**config.mk**
```make
export PLATFORM = sky130hd
export DESIGN_NAME = ordered_list_append_delete_search_flat
export DESIGN_NICKNAME = d
export VERILOG_FILES = /design/src/hdl/olads_pkg.sv /design/src/hdl/olads_req_if.sv /design/src/hdl/olads_rsp_if.sv /design/src/hdl/ordered_list_append_delete_search.sv /design/src/flat_wrapper.sv
export SDC_FILE = /design/constraint.sdc
export NUM_CORES = 2
export LEC_CHECK = 0
export ABC_AREA = 1
export BUFFER_PORTS_ARGS = -buffer_cell sky130_fd_sc_hd__buf_4
export CAP_MARGIN = 20
export CORE_MARGIN = 1
export CORE_UTILIZATION = 25
export DETAILED_ROUTE_END_ITERATION = 10
export PLACE_DENSITY_LB_ADDON = 0.08
export SYNTH_ARGS = -nofsm -noshare
export SYNTH_HDL_FRONTEND = slang
export SYNTH_SLANG_ARGS = --single-unit
```
**constraint.sdc**
```tcl
create_clock -name clk -period 4.1 [get_ports clk]
set_input_delay 0.82 -clock clk [delete_from_list [all_inputs] [get_ports clk]]
set_output_delay 0.82 -clock clk [all_outputs]
set_load 0.02 [all_outputs]
```
**src/hdl/olads_pkg.sv**
```systemverilog
// Shared constants and codes for the ordered value list.
package olads_pkg;

  localparam int CAPACITY = 64;
  localparam int ADDR_W   = (CAPACITY > 1) ? $clog2(CAPACITY) : 1;
  localparam int CNT_W    = $clog2(CAPACITY + 1);
  localparam int VAL_W    = 32;
  localparam int MODE_W   = 2;
  localparam int STAT_W   = 2;
  localparam int POS_W    = 6;

  localparam logic [MODE_W-1:0] MODE_APPEND = 2'd0;
  localparam logic [MODE_W-1:0] MODE_DELETE = 2'd1;
  localparam logic [MODE_W-1:0] MODE_SEARCH = 2'd2;

  localparam logic [STAT_W-1:0] ST_OK        = 2'd0;
  localparam logic [STAT_W-1:0] ST_NOT_FOUND = 2'd1;
  localparam logic [STAT_W-1:0] ST_FULL      = 2'd2;

  typedef logic [CNT_W-1:0]  cnt_t;
  typedef logic [ADDR_W-1:0] addr_t;
  typedef logic [VAL_W-1:0]  word_t;

endpackage

```
**src/hdl/olads_req_if.sv**
```systemverilog
// Request channel: operation mode and value, valid/ready handshake.
interface olads_req_if;
  logic                              valid;
  logic                              ready;
  logic [olads_pkg::MODE_W-1:0]      mode;
  logic signed [olads_pkg::VAL_W-1:0] value;

  modport source (output valid, output mode, output value, input ready);
  modport sink   (input valid, input mode, input value, output ready);
endinterface

```
**src/hdl/olads_rsp_if.sv**
```systemverilog
// Response channel: status and position, valid/ready handshake.
interface olads_rsp_if;
  logic                          valid;
  logic                          ready;
  logic [olads_pkg::STAT_W-1:0]  status;
  logic [olads_pkg::POS_W-1:0]   position;

  modport source (output valid, output status, output position, input ready);
  modport sink   (input valid, input status, input position, output ready);
endinterface

```
**src/hdl/ordered_list_append_delete_search.sv**
```systemverilog
// Ordered value list with append, delete-first-match and search-first-match.
//
// Channels: req carries mode and value, rsp carries status and position; an item
// moves on a beat where valid and ready are both high. Every request beat yields
// exactly one response beat, in order.
// One item is worked on at a time; the entries live in a single memory with one
// read and one write port whose read data is registered; the work per mode:
//   append / unused mode : no scan; the result goes straight to the finish step
//   search               : entries read in order, one entry compared per cycle
//   delete               : scan to the match, then one entry moved down per cycle
// A new request is taken once the previous item is finished, even while its
// response still sits in the output register. If the receiver stalls with a
// response held, the next finished result waits inside the block and req.ready stays
// low until the output register frees.
// Reset (rst, synchronous) empties the list and drops any pending response;
// memory contents are not cleared, only the first count entries are ever read.
module ordered_list_append_delete_search (
  input  logic               clk,
  input  logic               rst,
  olads_req_if.sink          req,
  olads_rsp_if.source        rsp
);

  localparam logic [2:0] S_IDLE   = 3'd0;
  localparam logic [2:0] S_SCAN   = 3'd1;
  localparam logic [2:0] S_SHIFT  = 3'd2;
  localparam logic [2:0] S_FINISH = 3'd3;

  olads_pkg::word_t mem [olads_pkg::CAPACITY];

  logic [2:0]                    state;
  olads_pkg::cnt_t               count;
  olads_pkg::cnt_t               issue_idx;
  olads_pkg::cnt_t               rd_idx;
  logic                          rd_vld;
  olads_pkg::word_t              rdata;
  logic [olads_pkg::MODE_W-1:0]  op_mode;
  olads_pkg::word_t              op_value;
  logic [olads_pkg::STAT_W-1:0]  res_status;
  logic [olads_pkg::POS_W-1:0]   res_pos;
  logic                          out_valid;
  logic [olads_pkg::STAT_W-1:0]  out_status;
  logic [olads_pkg::POS_W-1:0]   out_pos;

  logic              accept;
  logic              full;
  logic              issue;
  logic              match;
  logic              scan_end;
  logic              out_free;
  logic              mem_we;
  olads_pkg::addr_t  mem_waddr;
  olads_pkg::word_t  mem_wdata;
  olads_pkg::cnt_t   shift_dst;

  assign req.ready    = (state == S_IDLE);
  assign accept       = req.valid && req.ready;
  assign full         = (count == olads_pkg::cnt_t'(olads_pkg::CAPACITY));
  assign issue        = ((state == S_SCAN) || (state == S_SHIFT)) && (issue_idx < count);
  assign match        = rd_vld && (rdata == op_value);
  assign scan_end     = (issue_idx >= count) && !rd_vld;
  assign out_free     = !out_valid || rsp.ready;
  assign shift_dst    = rd_idx - olads_pkg::cnt_t'(1);

  assign rsp.valid    = out_valid;
  assign rsp.status   = out_status;
  assign rsp.position = out_pos;

  always_comb begin
    mem_we    = 1'b0;
    mem_waddr = count[olads_pkg::ADDR_W-1:0];
    mem_wdata = req.value;
    if (accept && (req.mode == olads_pkg::MODE_APPEND) && !full) begin
      mem_we = 1'b1;
    end else if ((state == S_SHIFT) && rd_vld) begin
      mem_we    = 1'b1;
      mem_waddr = shift_dst[olads_pkg::ADDR_W-1:0];
      mem_wdata = rdata;
    end
  end

  always_ff @(posedge clk) begin
    if (mem_we) begin
      mem[mem_waddr] <= mem_wdata;
    end
    if (issue) begin
      rdata <= mem[issue_idx[olads_pkg::ADDR_W-1:0]];
    end
  end

  always_ff @(posedge clk) begin
    if (rst) begin
      state     <= S_IDLE;
      count     <= '0;
      issue_idx <= '0;
      rd_idx    <= '0;
      rd_vld    <= 1'b0;
      out_valid <= 1'b0;
    end else begin
      if (out_valid && rsp.ready && (state != S_FINISH)) begin
        out_valid <= 1'b0;
      end
      unique case (state)
        S_IDLE: begin
          if (accept) begin
            op_mode    <= req.mode;
            op_value   <= req.value;
            res_status <= olads_pkg::ST_OK;
            res_pos    <= '0;
            issue_idx  <= '0;
            rd_vld     <= 1'b0;
            if ((req.mode == olads_pkg::MODE_DELETE) ||
                (req.mode == olads_pkg::MODE_SEARCH)) begin
              state <= S_SCAN;
            end else begin
              if (req.mode == olads_pkg::MODE_APPEND) begin
                if (full) begin
                  res_status <= olads_pkg::ST_FULL;
                end else begin
                  count <= count + olads_pkg::cnt_t'(1);
                end
              end
              state <= S_FINISH;
            end
          end
        end
        S_SCAN: begin
          if (match) begin
            rd_vld <= 1'b0;
            if (op_mode == olads_pkg::MODE_DELETE) begin
              issue_idx <= rd_idx + olads_pkg::cnt_t'(1);
              state     <= S_SHIFT;
            end else begin
              res_pos <= olads_pkg::POS_W'(rd_idx);
              state   <= S_FINISH;
            end
          end else if (scan_end) begin
            res_status <= olads_pkg::ST_NOT_FOUND;
            state      <= S_FINISH;
          end else begin
            rd_vld    <= issue;
            rd_idx    <= issue_idx;
            if (issue) begin
              issue_idx <= issue_idx + olads_pkg::cnt_t'(1);
            end
          end
        end
        S_SHIFT: begin
          if (scan_end) begin
            count <= count - olads_pkg::cnt_t'(1);
            state <= S_FINISH;
          end else begin
            rd_vld <= issue;
            rd_idx <= issue_idx;
            if (issue) begin
              issue_idx <= issue_idx + olads_pkg::cnt_t'(1);
            end
          end
        end
        S_FINISH: begin
          if (out_free) begin
            out_valid  <= 1'b1;
            out_status <= res_status;
            out_pos    <= res_pos;
            state      <= S_IDLE;
          end
        end
        default: begin
          state <= S_IDLE;
        end
      endcase
    end
  end

  a_count_bound: assert property (@(posedge clk) disable iff (rst)
    count <= olads_pkg::cnt_t'(olads_pkg::CAPACITY))
    else $error("list count above capacity");

  a_accept_busy: assert property (@(posedge clk) disable iff (rst)
    accept |=> (state != S_IDLE))
    else $error("block idle right after taking a request");

  a_shift_dst: assert property (@(posedge clk) disable iff (rst)
    ((state == S_SHIFT) && rd_vld) |-> ((rd_idx != '0) && (rd_idx < count)))
    else $error("shift writes outside the list");

  a_pos_zero: assert property (@(posedge clk) disable iff (rst)
    (out_valid && (out_status != olads_pkg::ST_OK)) |-> (out_pos == '0))
    else $error("nonzero position on a failed item");

  a_hold_out: assert property (@(posedge clk) disable iff (rst)
    (out_valid && !rsp.ready) |=> (out_valid && $stable(out_status) && $stable(out_pos)))
    else $error("stalled response changed");

endmodule
```
**src/flat_wrapper.sv**
```systemverilog
// flat-port wrapper written by rule: the top's interface ports become plain ports
module ordered_list_append_delete_search_flat 
  (clk, rst, req_valid, req_mode, req_value, req_ready, rsp_valid, rsp_status, rsp_position, rsp_ready);
  olads_req_if req_i ();
  olads_rsp_if rsp_i ();
  input  logic clk;
  input  logic rst;
  input wire logic [$bits(req_i.valid)-1:0] req_valid;
  input wire logic [$bits(req_i.mode)-1:0] req_mode;
  input wire logic [$bits(req_i.value)-1:0] req_value;
  output wire logic [$bits(req_i.ready)-1:0] req_ready;
  output wire logic [$bits(rsp_i.valid)-1:0] rsp_valid;
  output wire logic [$bits(rsp_i.status)-1:0] rsp_status;
  output wire logic [$bits(rsp_i.position)-1:0] rsp_position;
  input wire logic [$bits(rsp_i.ready)-1:0] rsp_ready;
  assign req_i.valid = req_valid;
  assign req_i.mode = req_mode;
  assign req_i.value = req_value;
  assign req_ready = req_i.ready;
  assign rsp_valid = rsp_i.valid;
  assign rsp_status = rsp_i.status;
  assign rsp_position = rsp_i.position;
  assign rsp_i.ready = rsp_ready;
  ordered_list_append_delete_search u_core (.clk(clk), .rst(rst), .req(req_i), .rsp(rsp_i));
endmodule
```
==> flow_summary_export.csv <==
group,metric,value,unit
cells_and_area,mostFrequentLayoutCell,"edfxtp_1",
floorplanning,core,337100,µm²
cells_and_area,layout-drive-gt1-share,0.1166,
routing,first_iter_violations,4482,
cts,clock_sinks,2156,
power_and_ir_drop,p_per_area,465.7,nW/µm²
floorplanning,start_util,0.2517,
cts,cts_htree_levels,4,
sta,worst_slew_pin_slew,1.037,ns
yosys,syn_inst,6396,
cells_and_area,fillerInstances,33942,
sta,finalSetupViolCount,0,
global_route,grtUsageTotal,0.1814,
cells_and_area,final_cell_mix,"2130 x edfxtp_1, 1089 x nor2_1, 1051 x o21ai_0",
sta,finalHoldViolCount,0,
worst_hold_path,holdCritPathClass,"in2reg",
cts,cts.path.max_buffers,4,
run_status,status,"finished clean",
sta,skew,0.04494,ns
routing,wirelength,316100,µm
floorplanning,rows,213,
yosys,syn-num-nets,6452,
cts,root_buffer,"clkbuf_16",
cts,numCtsBuffers,248,
yosys,synthesis.yosys.warnings,0,
cells_and_area,nets,6633,
critical_path,cp.arrival,3.97,ns
routing,wl_per_cell,28.02,µm
yosys,ys_types,38,
yosys,yosysTopAreaCellShare,0.7539,
yosys,synth_top_flop_cell,"edfxtp_1",
routing,drt-vias-per-instance,4.792,
placed_design,portBuffers,47,
global_route,grt-ovfl-total,0,
global_route,grt_pass1_vias,54148,
global_route,grt_max_degree,154,
yosys,synth-seq-cells,2156,
cts,post-cts-setup-buffers,0,
sta,clock.fmax,292.3,MHz
cts,cts_tree,"yes",
critical_path,critical_path_class,"reg2reg",
yosys,avgSynthCellArea,13.26,µm²
cts,clk_pin_slew_worst_paths,0.06,ns
sta,finalWorstPathRequiredPeriod,3.421,ns
yosys,async_reset_ff_frac,0,
yosys,synth.cell_area,84840,µm²
cells_and_area,final_cell_area,101200,µm²
cells_and_area,final_core_util,0.3002,
cells_and_area,syn_to_final_growth,19.27,%
floorplanning,die_h,584.6,µm
yosys,yosys-top-cells-area,"edfxtp_1 75%, o21ai_0 6.3%, nor2_1 5.1%, o22ai_1 2.3%, o221ai_1 2.1%",
routing,post-route-drc-count,0,
critical_path,crit_path_end_kind,"flip-flop",
routing,drtAntennaViolNets,0,
cts,cts_resized,0,
routing,vias,54064,
power_and_ir_drop,p_leak,32.20,nW
yosys,synth_edf_count,2130,
placed_design,gp_congestion,0.7722,
floorplanning,die_x,584.6,µm
cts,holdBufCountCts,0,
placed_design,dpl_cell_area,93850,µm²
job,drv_cap,0,
cts,clk_latency,0.90,ns
power_and_ir_drop,p_total,47.12,mW
yosys,yosysTopAreaCell,"edfxtp_1",
sta,slew_viol_final,0,
critical_path,cp_max_fo,58,
global_route,grt_pass1_wl,439600,µm
critical_path,startpoint_type,"flip-flop",
yosys,ys_seq_area_frac,0.7600,
global_route,antenna_found_initial,24,
critical_path,cp_data_required_time,4.65,ns
floorplanning,dieArea,341700,µm²
power_and_ir_drop,ir_drop,0.3466,mV
placed_design,place.detailed.hpwl,182900,µm
sta,rsz0062_at_grt,"no",
routing,drtPass1Iterations,5,
sta,fin_crit_sh,0.8344,
sta,max_slew_margin,0.3060,
floorplanning,io_pins,48,
-- cell type report --
| class | instances | area (µm²) | share of cell area |
|---|---|---|---|
| Antenna cell | 1 | 2.502 | 0.00002473 |
| Clock buffer | 325 | 6579 | 0.06501 |
| Clock inverter | 113 | 759.5 | 0.007505 |
| Inverter | 106 | 439.2 | 0.004340 |
| Multi-Input combinational cell | 3695 | 18830 | 0.1861 |
| Sequential cell | 2156 | 64500 | 0.6374 |
| Tap cell | 4515 | 5649 | 0.05583 |
| Timing Repair Buffer | 370 | 4429 | 0.04377 |
-- routing by layer --
layer	track usage	up-vias	part of all wire
li1	-	24370	-
met1	0.2516	28146	0.46
met4	0.04247	2	0.023
met5	0	-	0.000041
met3	0.02054	354	0.040
met2	0.3023	1192	0.48
-- kinds of logic (layout without fill, tap and decap cells) --
| family | Yosys count | in the layout | share of synthesized area |
|---|---|---|---|
| flops | 2156 | 2156 | 0.7600 |
| compound gates | 1753 | 1753 | 0.1188 |
| simple gates | 1906 | 1906 | 0.08931 |
| xor+xnor | 17 | 17 | 0.001755 |
| fa+ha+maj | 18 | 18 | 0.002743 |
| buf+inv | 545 | 914 | 0.02733 |
| other cells | 1 | 2 | 0.00004420 |
-- critical path, stage by stage (launching register included) --
cell     delay (ns)
dfxtp_1        0.37
nor2_2         0.08
nand2_2        0.16
nor2_4         0.14
inv_4          0.11
buf_12         0.39
nand2_1        0.09
o21ai_1        0.15
inv_1          0.07
nor2_2         0.18
nand2_1        0.55
buf_4          0.40
nor2_4         0.10
buf_12         0.24
-- final timing paths --
| kind | startpoint | endpoint | slack, ns | depth (start not counted) |
|---|---|---|---|---|
| worst min register to register | u_core.res_pos[3] | u_core.rsp.position[3] | 0.43 | 0 |
| worst max-delay path | u_core.state[0] | u_core.mem[38][25] | 0.68 | 13 |
| worst min-delay path | req_value[9] | u_core.op_value[9] | 0.11 | 1 |
| worst max register to register | u_core.state[0] | u_core.mem[38][25] | 0.68 | 13 |
-- synth_stat cells (11+ instances only) --
cell type / count
dfxtp_1: 26
o21ai_1: 11
buf_4: 23
nand3_1: 241
edfxtp_1: 2130
nor2_1: 1156
o22ai_1: 313
nand4_1: 34
ha_1: 17
buf_2: 111
inv_1: 102
o21ai_0: 1075
o221ai_1: 201
nand2_1: 462
o211ai_1: 55
xor2_1: 11
clkbuf_1: 287
buf_1: 12
a21oi_1: 91
-- power breakdown --
group	switching [mW]	internal (mW)
Sequential	0.0361	24.3
Clock	9.05	11.8
Combinational	1.58	0.423
-- registers in the layout (all words and copies together) (netlist names) --
signal               count
u_core.rsp.status        2
u_core.res_pos           6
u_core.state             3
u_core.rdata            32
u_core.rsp.valid         1
u_core.op_value         32
u_core.count             7
u_core.issue_idx         7
u_core.res_status        2
u_core.rsp.position      6
u_core.mem            2048
u_core.rd_vld            1
u_core.rd_idx            7
u_core.op_mode           2
-- through the flow --
step	setup TNS (ns)	hold WS, ns	setup slack (ns)	instances
after floorplan	-274.44	0.4003	-0.4090	6396
after global placement	0	0.4245	0.5492	10842
after detailed placement	0	0.4233	0.5640	10842
after CTS	0	0.03102	0.6003	11280
after global routing	0	0.05657	0.4199	11281
final	0	0.1066	0.6791	11281
Note: power is estimated with default switching activity, not from simulation.
